[src/rtl/dra_pkg.sv]
`timescale 1ns / 1ps
`default_nettype none
// ----------------------------------------------------------------------------
// DNS reply A-record extractor: shared definitions
// Field widths, status codes, parse phases and the request record that passes
// from the input register to the parser.
// ----------------------------------------------------------------------------
package dra_pkg;

    localparam int BYTE_W    = 8;
    localparam int ID_W      = 16;
    localparam int COUNT_W   = 16;
    localparam int ADDR_W    = 32;
    localparam int STATUS_W  = 3;
    localparam int HDR_POS_W = 4;

    localparam int HEADER_BYTES  = 12;
    localparam int Q_FIXED_BYTES = 4;
    localparam int A_FIXED_BYTES = 10;
    localparam int A_RDATA_BYTES = 4;
    localparam int TYPE_A        = 1;

    localparam logic [BYTE_W-1:0] PTR_MASK   = 8'hC0;
    localparam logic [BYTE_W-1:0] RCODE_MASK = 8'h0F;

    typedef enum logic [STATUS_W-1:0] {
        STATUS_SHORT    = 3'd0,
        STATUS_MISMATCH = 3'd1,
        STATUS_SERVFAIL = 3'd2,
        STATUS_FOUND    = 3'd3,
        STATUS_NO_ADDR  = 3'd4
    } t_status;

    typedef enum logic [14:0] {
        PH_HEADER   = 15'b000000000000001,
        PH_Q_NAME   = 15'b000000000000010,
        PH_Q_LABEL  = 15'b000000000000100,
        PH_Q_PTR    = 15'b000000000001000,
        PH_Q_FIXED  = 15'b000000000010000,
        PH_A_NAME   = 15'b000000000100000,
        PH_A_LABEL  = 15'b000000001000000,
        PH_A_PTR    = 15'b000000010000000,
        PH_A_FIXED  = 15'b000000100000000,
        PH_A_RDATA  = 15'b000001000000000,
        PH_A_SKIP   = 15'b000010000000000,
        PH_MISMATCH = 15'b000100000000000,
        PH_ERROR    = 15'b001000000000000,
        PH_FOUND    = 15'b010000000000000,
        PH_NONE     = 15'b100000000000000
    } t_phase;

    typedef struct packed {
        logic              valid;
        logic [BYTE_W-1:0] data_byte;
        logic              last_byte;
    } t_byte_req;

endpackage
`default_nettype wire

[src/rtl/dra_ifs.sv]
`timescale 1ns / 1ps
`default_nettype none
// ----------------------------------------------------------------------------
// DNS reply A-record extractor: channel interfaces
// Valid/ready channels for reply bytes and for the per-message result.
// ----------------------------------------------------------------------------
interface dra_byte_if import dra_pkg::*; ();
    logic              valid;
    logic              ready;
    logic [BYTE_W-1:0] data_byte;
    logic              last_byte;

    modport source (output valid, output data_byte, output last_byte, input ready);
    modport sink   (input valid, input data_byte, input last_byte, output ready);
endinterface

interface dra_result_if import dra_pkg::*; ();
    logic                valid;
    logic                ready;
    logic [STATUS_W-1:0] status;
    logic [ADDR_W-1:0]   address;

    modport source (output valid, output status, output address, input ready);
    modport sink   (input valid, input status, input address, output ready);
endinterface
`default_nettype wire

[src/rtl/dra_in_stage.sv]
`timescale 1ns / 1ps
`default_nettype none
// ----------------------------------------------------------------------------
// DNS reply A-record extractor: input register
// Holds one reply byte until the parser takes it.
// ----------------------------------------------------------------------------
module dra_in_stage import dra_pkg::*; (
    input  wire        i_clk,
    input  wire        i_rst_n,
    dra_byte_if.sink   i_in,
    input  wire        i_consume,
    output t_byte_req  o_req
);

    logic              r_valid;
    logic [BYTE_W-1:0] r_byte;
    logic              r_last;
    logic              accept;

    assign i_in.ready = !r_valid || i_consume;
    assign accept     = i_in.valid && i_in.ready;

    always_ff @(posedge i_clk) begin
        if (!i_rst_n) begin
            r_valid <= 1'b0;
        end else if (accept) begin
            r_valid <= 1'b1;
        end else if (i_consume) begin
            r_valid <= 1'b0;
        end
    end

    always_ff @(posedge i_clk) begin
        if (accept) begin
            r_byte <= i_in.data_byte;
            r_last <= i_in.last_byte;
        end
    end

    assign o_req.valid     = r_valid;
    assign o_req.data_byte = r_byte;
    assign o_req.last_byte = r_last;

endmodule
`default_nettype wire

[src/rtl/dra_parser.sv]
`timescale 1ns / 1ps
`default_nettype none
// ----------------------------------------------------------------------------
// DNS reply A-record extractor: parser
// Walks the header, questions and answers one byte per request and registers
// the status and address when the final byte of a reply is taken.
// ----------------------------------------------------------------------------
module dra_parser import dra_pkg::*; (
    input  wire               i_clk,
    input  wire               i_rst_n,
    input  wire               i_cfg_we,
    input  wire  [ID_W-1:0]   i_cfg_wdata,
    input  t_byte_req         i_req,
    output logic              o_consume,
    dra_result_if.source      o_out
);

    localparam logic [HDR_POS_W-1:0] POS_ID_HI = 4'd0;
    localparam logic [HDR_POS_W-1:0] POS_ID_LO = 4'd1;
    localparam logic [HDR_POS_W-1:0] POS_FLAGS = 4'd3;
    localparam logic [HDR_POS_W-1:0] POS_QD_HI = 4'd4;
    localparam logic [HDR_POS_W-1:0] POS_QD_LO = 4'd5;
    localparam logic [HDR_POS_W-1:0] POS_AN_HI = 4'd6;
    localparam logic [HDR_POS_W-1:0] POS_AN_LO = 4'd7;
    localparam logic [HDR_POS_W-1:0] POS_LAST  = HDR_POS_W'(HEADER_BYTES - 1);

    localparam logic [COUNT_W-1:0] SKIP_ONE   = 16'd1;
    localparam logic [COUNT_W-1:0] SKIP_Q_FIX = COUNT_W'(Q_FIXED_BYTES);
    localparam logic [COUNT_W-1:0] SKIP_A_FIX = COUNT_W'(A_FIXED_BYTES);
    localparam logic [COUNT_W-1:0] SKIP_RDATA = COUNT_W'(A_RDATA_BYTES);
    localparam logic [COUNT_W-1:0] SKIP_TYPE0 = COUNT_W'(A_FIXED_BYTES);
    localparam logic [COUNT_W-1:0] SKIP_TYPE1 = COUNT_W'(A_FIXED_BYTES - 1);
    localparam logic [COUNT_W-1:0] SKIP_LEN0  = COUNT_W'(2);
    localparam logic [COUNT_W-1:0] TYPE_A_VAL = COUNT_W'(TYPE_A);

    logic [ID_W-1:0]      r_expected_id;
    t_phase               r_phase, n_phase, step_phase;
    logic [HDR_POS_W-1:0] r_hdr_pos, n_hdr_pos;
    logic [ID_W-1:0]      r_reply_id, n_reply_id;
    logic [3:0]           r_rcode, n_rcode;
    logic [COUNT_W-1:0]   r_questions, n_questions;
    logic [COUNT_W-1:0]   r_answers, n_answers;
    logic [COUNT_W-1:0]   r_skip, n_skip;
    logic [COUNT_W-1:0]   r_rtype, n_rtype;
    logic [COUNT_W-1:0]   r_rdlen, n_rdlen;
    logic [ADDR_W-1:0]    r_acc, n_acc;

    logic                 r_out_valid;
    t_status              r_status, res_status;
    logic [ADDR_W-1:0]    r_address, res_address;

    logic [BYTE_W-1:0]    b;
    logic                 is_ptr;
    logic [COUNT_W-1:0]   skip_dec;
    logic [COUNT_W-1:0]   q_dec, a_dec;
    logic                 end_msg;

    assign b         = i_req.data_byte;
    assign is_ptr    = (b & PTR_MASK) == PTR_MASK;
    assign skip_dec  = r_skip - SKIP_ONE;
    assign q_dec     = r_questions - SKIP_ONE;
    assign a_dec     = r_answers - SKIP_ONE;
    // A non-final byte always moves on; a final byte needs a free result slot.
    assign o_consume = i_req.valid && (!i_req.last_byte || !r_out_valid || o_out.ready);
    assign end_msg   = o_consume && i_req.last_byte;

    always_comb begin
        step_phase  = r_phase;
        n_hdr_pos   = r_hdr_pos;
        n_reply_id  = r_reply_id;
        n_rcode     = r_rcode;
        n_questions = r_questions;
        n_answers   = r_answers;
        n_skip      = r_skip;
        n_rtype     = r_rtype;
        n_rdlen     = r_rdlen;
        n_acc       = r_acc;

        if (o_consume) begin
            unique case (r_phase)
                PH_HEADER: begin
                    n_hdr_pos = r_hdr_pos + 4'd1;
                    unique case (r_hdr_pos)
                        POS_ID_HI: n_reply_id[15:8]  = b;
                        POS_ID_LO: n_reply_id[7:0]   = b;
                        POS_FLAGS: n_rcode           = b[3:0] & RCODE_MASK[3:0];
                        POS_QD_HI: n_questions[15:8] = b;
                        POS_QD_LO: n_questions[7:0]  = b;
                        POS_AN_HI: n_answers[15:8]   = b;
                        POS_AN_LO: n_answers[7:0]    = b;
                        default: ;
                    endcase
                    if (r_hdr_pos == POS_LAST) begin
                        // The id is checked before the response code.
                        if (r_reply_id != r_expected_id) begin
                            step_phase = PH_MISMATCH;
                        end else if (r_rcode != 4'd0) begin
                            step_phase = PH_ERROR;
                        end else if (r_questions != '0) begin
                            step_phase = PH_Q_NAME;
                        end else begin
                            step_phase = (r_answers != '0) ? PH_A_NAME : PH_NONE;
                        end
                    end
                end
                PH_Q_NAME, PH_A_NAME: begin
                    if (is_ptr) begin
                        step_phase = (r_phase == PH_Q_NAME) ? PH_Q_PTR : PH_A_PTR;
                    end else if (b == '0) begin
                        n_skip     = (r_phase == PH_Q_NAME) ? SKIP_Q_FIX : SKIP_A_FIX;
                        step_phase = (r_phase == PH_Q_NAME) ? PH_Q_FIXED : PH_A_FIXED;
                    end else begin
                        n_skip     = {8'd0, b};
                        step_phase = (r_phase == PH_Q_NAME) ? PH_Q_LABEL : PH_A_LABEL;
                    end
                end
                PH_Q_LABEL, PH_A_LABEL: begin
                    n_skip = skip_dec;
                    if (skip_dec == '0) begin
                        step_phase = (r_phase == PH_Q_LABEL) ? PH_Q_NAME : PH_A_NAME;
                    end
                end
                PH_Q_PTR: begin
                    n_skip     = SKIP_Q_FIX;
                    step_phase = PH_Q_FIXED;
                end
                PH_Q_FIXED: begin
                    n_skip = skip_dec;
                    if (skip_dec == '0) begin
                        n_questions = q_dec;
                        if (q_dec != '0) begin
                            step_phase = PH_Q_NAME;
                        end else begin
                            step_phase = (r_answers != '0) ? PH_A_NAME : PH_NONE;
                        end
                    end
                end
                PH_A_PTR: begin
                    n_skip     = SKIP_A_FIX;
                    step_phase = PH_A_FIXED;
                end
                PH_A_FIXED: begin
                    // The countdown tells which of the ten fixed bytes this is.
                    if (r_skip == SKIP_TYPE0) n_rtype[15:8] = b;
                    if (r_skip == SKIP_TYPE1) n_rtype[7:0]  = b;
                    if (r_skip == SKIP_LEN0)  n_rdlen[15:8] = b;
                    if (r_skip == SKIP_ONE)   n_rdlen[7:0]  = b;
                    n_skip = skip_dec;
                    if (skip_dec == '0) begin
                        if (n_rtype == TYPE_A_VAL && n_rdlen == SKIP_RDATA) begin
                            n_skip     = SKIP_RDATA;
                            n_acc      = '0;
                            step_phase = PH_A_RDATA;
                        end else if (n_rdlen != '0) begin
                            n_skip     = n_rdlen;
                            step_phase = PH_A_SKIP;
                        end else begin
                            n_answers  = a_dec;
                            step_phase = (a_dec != '0) ? PH_A_NAME : PH_NONE;
                        end
                    end
                end
                PH_A_RDATA: begin
                    n_acc  = {r_acc[ADDR_W-BYTE_W-1:0], b};
                    n_skip = skip_dec;
                    if (skip_dec == '0) begin
                        step_phase = PH_FOUND;
                    end
                end
                PH_A_SKIP: begin
                    n_skip = skip_dec;
                    if (skip_dec == '0) begin
                        n_answers  = a_dec;
                        step_phase = (a_dec != '0) ? PH_A_NAME : PH_NONE;
                    end
                end
                default: ;
            endcase
        end
    end

    always_comb begin
        res_address = '0;
        unique case (step_phase)
            PH_HEADER:   res_status = STATUS_SHORT;
            PH_MISMATCH: res_status = STATUS_MISMATCH;
            PH_ERROR:    res_status = STATUS_SERVFAIL;
            PH_FOUND: begin
                res_status  = STATUS_FOUND;
                res_address = n_acc;
            end
            default:     res_status = STATUS_NO_ADDR;
        endcase
    end

    // A finished reply returns the walk to the start of the header.
    assign n_phase = end_msg ? PH_HEADER : step_phase;

    always_ff @(posedge i_clk) begin
        if (!i_rst_n) begin
            r_expected_id <= '0;
            r_phase       <= PH_HEADER;
            r_hdr_pos     <= '0;
            r_out_valid   <= 1'b0;
        end else begin
            if (i_cfg_we) begin
                r_expected_id <= i_cfg_wdata;
            end
            r_phase   <= n_phase;
            r_hdr_pos <= end_msg ? '0 : n_hdr_pos;
            if (end_msg) begin
                r_out_valid <= 1'b1;
            end else if (o_out.ready) begin
                r_out_valid <= 1'b0;
            end
        end
    end

    always_ff @(posedge i_clk) begin
        r_reply_id  <= n_reply_id;
        r_rcode     <= n_rcode;
        r_questions <= n_questions;
        r_answers   <= n_answers;
        r_skip      <= n_skip;
        r_rtype     <= n_rtype;
        r_rdlen     <= n_rdlen;
        r_acc       <= n_acc;
        if (end_msg) begin
            r_status  <= res_status;
            r_address <= res_address;
        end
    end

    assign o_out.valid   = r_out_valid;
    assign o_out.status  = r_status;
    assign o_out.address = r_address;

    a_status_range: assert property (@(posedge i_clk) disable iff (!i_rst_n)
        r_out_valid |-> (r_status <= STATUS_NO_ADDR))
        else $error("result status outside the defined codes");

    a_header_pos: assert property (@(posedge i_clk) disable iff (!i_rst_n)
        (r_phase == PH_HEADER) |-> (r_hdr_pos <= POS_LAST))
        else $error("header position ran past the header");

    a_restart: assert property (@(posedge i_clk) disable iff (!i_rst_n)
        end_msg |=> (r_phase == PH_HEADER && r_hdr_pos == '0 && r_out_valid))
        else $error("parser did not restart after the final byte");

    a_found: assert property (@(posedge i_clk) disable iff (!i_rst_n)
        (end_msg && step_phase == PH_FOUND) |=> (r_status == STATUS_FOUND))
        else $error("address found but not reported");

endmodule
`default_nettype wire

[src/rtl/dns_reply_a_record_extract.sv]
`timescale 1ns / 1ps
`default_nettype none
// ----------------------------------------------------------------------------
// DNS reply A-record extractor
// Parses a DNS reply byte by byte and reports the first IPv4 address found.
// ----------------------------------------------------------------------------
// The block takes one reply byte per cycle on i_in while no final byte waits,
// with last_byte marking the end of the message, and returns one result on
// o_out per message: a status (short, id mismatch, server error, address
// found, no address) and the address, which is zero unless the status is
// address found. Each byte passes through an input register and then one step
// of the parser's phase logic; the result is registered when the parser
// takes the final byte, once no earlier result is still waiting.
// Non-final bytes keep flowing while a result waits; a final byte is held in
// the input register until the previous result has been taken. i_cfg_we
// writes the expected transaction id and should only be used between messages.
module dns_reply_a_record_extract import dra_pkg::*; (
    input  wire              i_clk,
    input  wire              i_rst_n,
    input  wire              i_cfg_we,
    input  wire  [ID_W-1:0]  i_cfg_wdata,
    dra_byte_if.sink         i_in,
    dra_result_if.source     o_out
);

    t_byte_req req;
    logic      consume;

    dra_in_stage u_in_stage (
        .i_clk     (i_clk),
        .i_rst_n   (i_rst_n),
        .i_in      (i_in),
        .i_consume (consume),
        .o_req     (req)
    );

    dra_parser u_parser (
        .i_clk       (i_clk),
        .i_rst_n     (i_rst_n),
        .i_cfg_we    (i_cfg_we),
        .i_cfg_wdata (i_cfg_wdata),
        .i_req       (req),
        .o_consume   (consume),
        .o_out       (o_out)
    );

endmodule
`default_nettype wire
[src/flat_wrapper.sv]
// flat-port wrapper written by rule: the top's interface ports become plain ports
module dns_reply_a_record_extract_flat import dra_pkg::*;
  (i_clk, i_rst_n, i_cfg_we, i_cfg_wdata, i_in_valid, i_in_data_byte, i_in_last_byte, i_in_ready, o_out_valid, o_out_status, o_out_address, o_out_ready);
  dra_byte_if i_in_i ();
  dra_result_if o_out_i ();
  input  wire i_clk;
  input  wire i_rst_n;
  input  wire i_cfg_we;
  input  wire  [ID_W-1:0] i_cfg_wdata;
  input wire logic [$bits(i_in_i.valid)-1:0] i_in_valid;
  input wire logic [$bits(i_in_i.data_byte)-1:0] i_in_data_byte;
  input wire logic [$bits(i_in_i.last_byte)-1:0] i_in_last_byte;
  output wire logic [$bits(i_in_i.ready)-1:0] i_in_ready;
  output wire logic [$bits(o_out_i.valid)-1:0] o_out_valid;
  output wire logic [$bits(o_out_i.status)-1:0] o_out_status;
  output wire logic [$bits(o_out_i.address)-1:0] o_out_address;
  input wire logic [$bits(o_out_i.ready)-1:0] o_out_ready;
  assign i_in_i.valid = i_in_valid;
  assign i_in_i.data_byte = i_in_data_byte;
  assign i_in_i.last_byte = i_in_last_byte;
  assign i_in_ready = i_in_i.ready;
  assign o_out_valid = o_out_i.valid;
  assign o_out_status = o_out_i.status;
  assign o_out_address = o_out_i.address;
  assign o_out_i.ready = o_out_ready;
  dns_reply_a_record_extract u_core (.i_clk(i_clk), .i_rst_n(i_rst_n), .i_cfg_we(i_cfg_we), .i_cfg_wdata(i_cfg_wdata), .i_in(i_in_i), .o_out(o_out_i));
endmodule
[config.mk]
export PLATFORM = sky130hd
export DESIGN_NAME = dns_reply_a_record_extract_flat
export DESIGN_NICKNAME = d
export VERILOG_FILES = /design/src/rtl/dra_pkg.sv /design/src/rtl/dra_ifs.sv /design/src/rtl/dra_in_stage.sv /design/src/rtl/dra_parser.sv /design/src/rtl/dns_reply_a_record_extract.sv /design/src/flat_wrapper.sv
export SDC_FILE = /design/constraint.sdc
export NUM_CORES = 1
export LEC_CHECK = 0
export BUFFER_PORTS_ARGS = -buffer_cell sky130_fd_sc_hd__buf_2
export CAP_MARGIN = 20
export CORE_ASPECT_RATIO = 0.9
export CORE_MARGIN = 2
export CORE_UTILIZATION = 39
export CTS_CLUSTER_DIAMETER = 30
export CTS_CLUSTER_SIZE = 20
export DETAILED_ROUTE_END_ITERATION = 8
export PLACE_DENSITY = 0.62
export SYNTH_ARGS = -nofsm -noshare
export SYNTH_HDL_FRONTEND = slang
export SYNTH_SLANG_ARGS = --single-unit
[constraint.sdc]
create_clock -name i_clk -period 4.3 [get_ports i_clk]
set_input_delay 0.645 -clock i_clk [delete_from_list [all_inputs] [get_ports i_clk]]
set_output_delay 0.645 -clock i_clk [all_outputs]
set_load 0.05 [all_outputs]
# --- Word level (Yosys, flattened, before mapping) ---
# Index checks and enable logic that the tools add are counted.
word_totals:
  n_memories: 0
  input_bits: 30
  elab_cells: 164
  reg_bits: 213
  ramBits: 0
  mem_bits_ro: 0
  latchBits: 0
classes:
  bitwise: 1
  muxes: 61
  div: 0
  multipliers: 0
  n_eq_ne: 40
  shift: 0
  addsub: 4
  n_reduce_logical: 38
  magnitude_cmp: 0
op_table:
  columns: ["operator", "n"]
  rows:
  - ["$mux 15", 15]
  - ["$mux 16", 9]
  - ["$mux 8", 18]
  - ["$pmux 15 s9", 1]
  - ["$mux 32", 3]
  - ["$pmux 16 s5", 1]
  - ["$reduce_bool 16->1", 5]
  - ["$pmux 32 s2", 1]
  - ["$pmux 16 s3", 1]
  - ["$sub 16x1->16 const B", 3]
  - ["$eq 16x1->1 const B", 2]
  - ["$eq 16x4->1 const B", 2]
  - ["$pmux 16 s2", 1]
  - ["$eq 15x1->1 const B", 2]
  - ["$mux 9", 3]
  - ["$eq 16x2->1 const B", 1]
  - ["$eq 16x3->1 const B", 1]
  - ["$eq 4x3->1 const B", 4]
  - ["$logic_not 16->1", 1]
  - ["$ne 16x16->1", 1]
  - ["$eq 15x10->1 const B", 1]
  - ["$eq 15x11->1 const B", 1]
  - ["$eq 15x12->1 const B", 1]
  - ["$eq 15x13->1 const B", 1]
  - ["other kinds (37)", 65]

# --- Longest topological paths before layout ---
depth:
  ltp_word: 13
  mapped_depth: 14
  ltp_nobuf: 11

# --- Cells and area by module ---
# A second synthesis with hierarchy kept.
unflattened:
  hier_cells: 991
  hier_area_um2: 10797.9
by_module_without_submodules:
  columns: ["module", "area_each_um2", "seq_area_each_um2", "cells_each", "n_inst"]
  rows:
  - ["dra_parser", 10455.0, 5415.2, 975, 1]
  - ["dra_in_stage", 342.8, 290.3, 16, 1]

# --- Worst setup path after synthesis ---
# No wires, ideal clock.
synth_path:
  path_type: "flip-flop to flip-flop"
  start: "reg u_core.u_parser.r_skip[0]"
  end: "reg u_core.u_parser.r_address[0] (netlist: u_core.u_parser.o_out.address[0]) (data pin)"
  required_time_ps: 4167
  synth_period_minus_slack_ps: 3722
  path_slack_ps: 578
  path_stages_with_launch: 13
  arrival_time_ps: 3589
  path_buffers: 1
  path_cell_list: "edfxtp_1 inv_1 ha_1 xor2_1 or4b_1 or4_1 a2111oi_4 nor3b_2 o21ai_1 a211o_1 or4_4 buf_12 nor2b_4"
synth_between:
  elab_chain_len: 11
  elab_cells_between_ends: 36
  classes_between: "add/sub (1); eq/ne (7); mux (25); reduce/logical (3)"
synth_lines:
  columns: ["item", "line", "text"]
  rows:
  - ["from (decl)", "dra_parser.sv:43", "logic [COUNT_W-1:0] r_skip, n_skip;"]
  - ["from (signal assigned)", "dra_parser.sv:224", "r_skip <= n_skip;"]
  - ["$eq 16x1->1 (tied with other cells)", "dra_parser.sv:147", "if (r_skip == SKIP_ONE) n_rdlen[7:0] = b;"]
  - ["$mux 8 (on tied branches)", null, null]
  - ["$mux 8", "dra_parser.sv:80", "unique case (r_phase)"]
  - ["$mux 8", "dra_parser.sv:79", "if (o_consume) begin"]
  - ["$reduce_bool 16->1 (tied with other cells)", "dra_parser.sv:154", "end else if (n_rdlen != '0) begin"]
  - ["$mux 15 or $logic_and 1x1->1 (tied branches)", "dra_parser.sv:154, dra_parser.sv:150", null]
  - ["$mux 15", "dra_parser.sv:150", "if (n_rtype == TYPE_A_VAL && n_rdlen == SKIP_RDATA) begin"]
  - ["$mux 15", "dra_parser.sv:149", "if (skip_dec == '0) begin"]
  - ["$pmux 15 s9", "dra_parser.sv:80", null]
  - ["$mux 15", "dra_parser.sv:79", null]
  - ["$eq 15x14->1", "dra_parser.sv:184", "unique case (step_phase)"]
  - ["to (signal assigned)", "dra_parser.sv:230", "r_address <= res_address;"]
  - ["to (decl)", "dra_parser.sv:50", "logic [ADDR_W-1:0] r_address, res_address;"]
# Several ways; a longest one is shown, not always the timed one. The select of a mux whose other input is x is not followed.
# A chain may end at the register's enable or synchronous reset.

# --- Worst setup path after layout ---
layout_path:
  start: "reg u_core.u_parser.r_skip[0]"
  end: "reg u_core.u_parser.r_address[4] (netlist: u_core.u_parser.o_out.address[4]) (data pin)"
# Same word-level chain as after synthesis.

==> run summary <==
Outcome - complete, no violations
DRT Pass-1 Iters - 4
Leakage - 4.84 nW
DP HPWL - 19.1 mm
Worst Tran Pin Value - 801 ps
Vias - 8142
Final setup TNS - 0 ps
Post-Route WL - 27.9 mm
Hold_sp - i_in_data_byte[2]
Clk slew on worst S/H paths - 50 ps
Syn_nets - 1012
Antenna diodes - 0
Async S/R FF share, synth - 0%
TritonCTS clock tree - done
Worst setup EP type - flip-flop
Unique cell type count in the Yosys netlist - 78
Yosys warns - 0
Hold depth - 1
Area delta synth->final - 21.9%
Worst Path Class, Setup - reg2reg
Peak supply drop - 0.276 mV
H-tree depth - 2
Routed wire length per instance - 19.0 um
Number of buffers added on ports - 66
Biggest area consumer among synthesized cells - edfxtp_1
Top cells by area, synth - edfxtp_1, dfxtp_1, nor2b_4, nor2_1, mux2_2
Setup Skew - 25.2 ps
Worst reg2reg path depth - 13
FMAX - 248 MHz
Layout cell share with drive strength beyond 1 - 24.7%
Post-Syn Instances - 971
Most frequent cells in the layout - edfxtp_1, nor2_1, dfxtp_1
Netlist Area Pre-Place - 0.0110 mm2
Avg Inst Size Synth - 11.4 um2
Worst skew pair latency - 540 ps
RSZ-0062 raised after global routing - no
Pwr dens - 446 mW/mm2
Seq/Total Area, Yosys - 51.7%
Slew margin rel. - 46.1%
Final Wtd Congestion - 0.941
CTS buffer count - 46
R2r startpoint - u_core.u_parser.r_skip[0]
Tot GR Track Use - 18.8%
Area of the multi-input gates - 0.00492 mm2
CTS hold repair buffers - 0
Post-synth EDFFs - 144
CP startpoint - u_core.u_parser.r_skip[0]
Leading cell type in the layout, fill and taps excluded - edfxtp_1
Sequential Area - 0.00571 mm2
Starting density of the core - 39.6%
Root Buffer - clkbuf_16
Final min period - 4040 ps
Die area - 0.0296 mm2
Vias per cell - 5.53
Die Ht - 164 um
Worst Setup Start Kind - flip-flop
Final period utilization - 94.0%
Largest net degree at the start of global routing - 36
Die width - 181 um
Cell Rows - 58
Reg2reg setup slack - 260 ps
Worst Setup EP - u_core.u_parser.o_out.address[4]
Final Slew Violations - 0
First-pass GRT wire length - 43.6 mm
Fillers - 2561
Critical Path Fanout Max - 32
Final net count - 1116
Synth top area share - 39.2%
Arrival @ worst endpoint - 4430 ps
Worst EP required - 4690 ps
Antenna Nets Post-Route - 0
Reg2reg end - u_core.u_parser.o_out.address[4]
Setup-failing EPs final - 0
DRT iter0 DRCs - 586
Initial antenna violation count - 0
MaxCap Viol Count - 0
Hold Vio Cnt, Final - 0
Pwr Total - 5.99 mW
TritonCTS Sinks - 213
Tightest Hold Check Type - in2reg
Clock Path Buffers - 3
I/O pin cnt - 67
Worst hold slack - 286 ps
Global route overflow - 0
# DRC - 0
Main synth FF type - edfxtp_1
Vias in the first global route - 7842
Seq cells post-synth - 213
Core Area - 0.0279 mm2
## area by class of cell
cell class / count / area share (%)
clock buffers: 61 / 9.51
clock inverters: 25 / 2.46
inverters: 18 / 0.503
multi-input cells: 683 / 36.6
flip-flops and latches: 213 / 42.4
well taps: 360 / 3.35
repair buffers: 113 / 5.17
## through the flow
stage / cells / setup WS (ps) / utilization, % / cell area, um2
after global routing: 1473 / 38.6 / 48.2 / 13400
after floorplan: 971 / 578 / - / 11000
after global placement: 1382 / 321 / 42.3 / 11800
after detailed placement: 1382 / 244 / 42.3 / 11800
after CTS: 1468 / 242 / 48.1 / 13400
final: 1473 / 260 / 48.2 / 13400
## Yosys cell counts, types with 5 or more instances
cell      instances
dfxtp_1          69
buf_6             6
a31oi_1           6
nand3b_1          5
or3_1             9
mux2_2           31
nor2_1           96
and2_1            7
nand4b_1          8
nand2_1          48
nand3_1          20
nand4_1          16
nor3_1           24
or4b_1            5
a22o_1           36
nor4b_1           9
inv_1            18
xor2_1           38
ha_1             11
edfxtp_1        144
buf_2             9
or4_1            14
mux2i_1          20
a22oi_1           7
nor2b_4          30
a21oi_1          53
clkbuf_1         32
xnor2_1          25
nor3b_1          10
o21ai_0          10
o22a_1            6
nor4_1           30
nand2b_1          5
and3_1            6
nor2b_1          25
## registers in the layout, indices dropped and copies added, names as in the netlist
register and flops:
u_core.u_parser.r_questions 16, u_core.u_parser.r_hdr_pos 4, u_core.u_parser.r_phase 15, u_core.u_parser.o_out.valid 1, u_core.u_in_stage.r_last 1, u_core.u_parser.r_rtype 16
u_core.u_parser.o_out.address 32, u_core.u_parser.r_expected_id 16, u_core.u_in_stage.r_byte 8, u_core.u_parser.r_rdlen 16, u_core.u_parser.r_reply_id 16, u_core.u_parser.r_acc 32
u_core.u_parser.r_answers 16, u_core.u_parser.r_rcode 4, u_core.u_in_stage.r_valid 1, u_core.u_parser.r_skip 16, u_core.u_parser.o_out.status 3
## cells by family after synthesis
logic type,Yosys count,share of synthesized area [%]
buffers and inverters,75,3.86
AOI/OAI and AO/OA,168,10.9
and+or+nand+nor,390,22.3
xor gates and xnor gates,63,5.00
muxes,51,4.98
DFF,213,51.7
adders and majority gates,11,1.25
## routing by layer
layer	share of wire, %	routed length, um	global-route usage (%)
met5	0	0	0
met4	2.7	748	7.17
met2	45	12500	29.1
met1	46	13000	26.2
met3	6.0	1680	3.52
## what timing repair did
| item | CTS | global route |
|---|---|---|
| gates resized for setup | 0 | 1 |
| buffers inserted | 0 | 4 |
| setup endpoints to repair | 0 | 27 |
## power breakdown
group | leakage [nW] | internal (mW) | total (mW) | switching [mW]
clock network | 0.778 | 2.45 | 3.58 | 1.12
logic | 2.10 | 0.0658 | 0.182 | 0.116
registers | 1.96 | 2.21 | 2.24 | 0.0221
total | 4.84 | 4.73 | 5.99 | 1.26
## worst min-delay path by stage
stage and to:
6_report u_core.u_in_stage.r_byte[2], 3_5_place_dp u_core.u_parser.r_acc[30], 2_1_floorplan u_core.u_parser.r_acc[27], 3_3_place_gp u_core.u_parser.r_acc[28]
4_1_cts u_core.u_in_stage.r_byte[2], 5_1_grt u_core.u_in_stage.r_byte[2]
## worst max-delay path: stages (launching register included)
cell	delay, ps
edfxtp_1	440
inv_1	90
ha_1	270
xor2_1	220
or4b_1	540
or4_1	460
a2111oi_4	300
buf_4	220
a21oi_1	150
and3b_1	260
nand4_1	100
or4_4	450
buf_12	240
nor2b_4	130
Note: power is estimated with default switching activity, not from simulation.
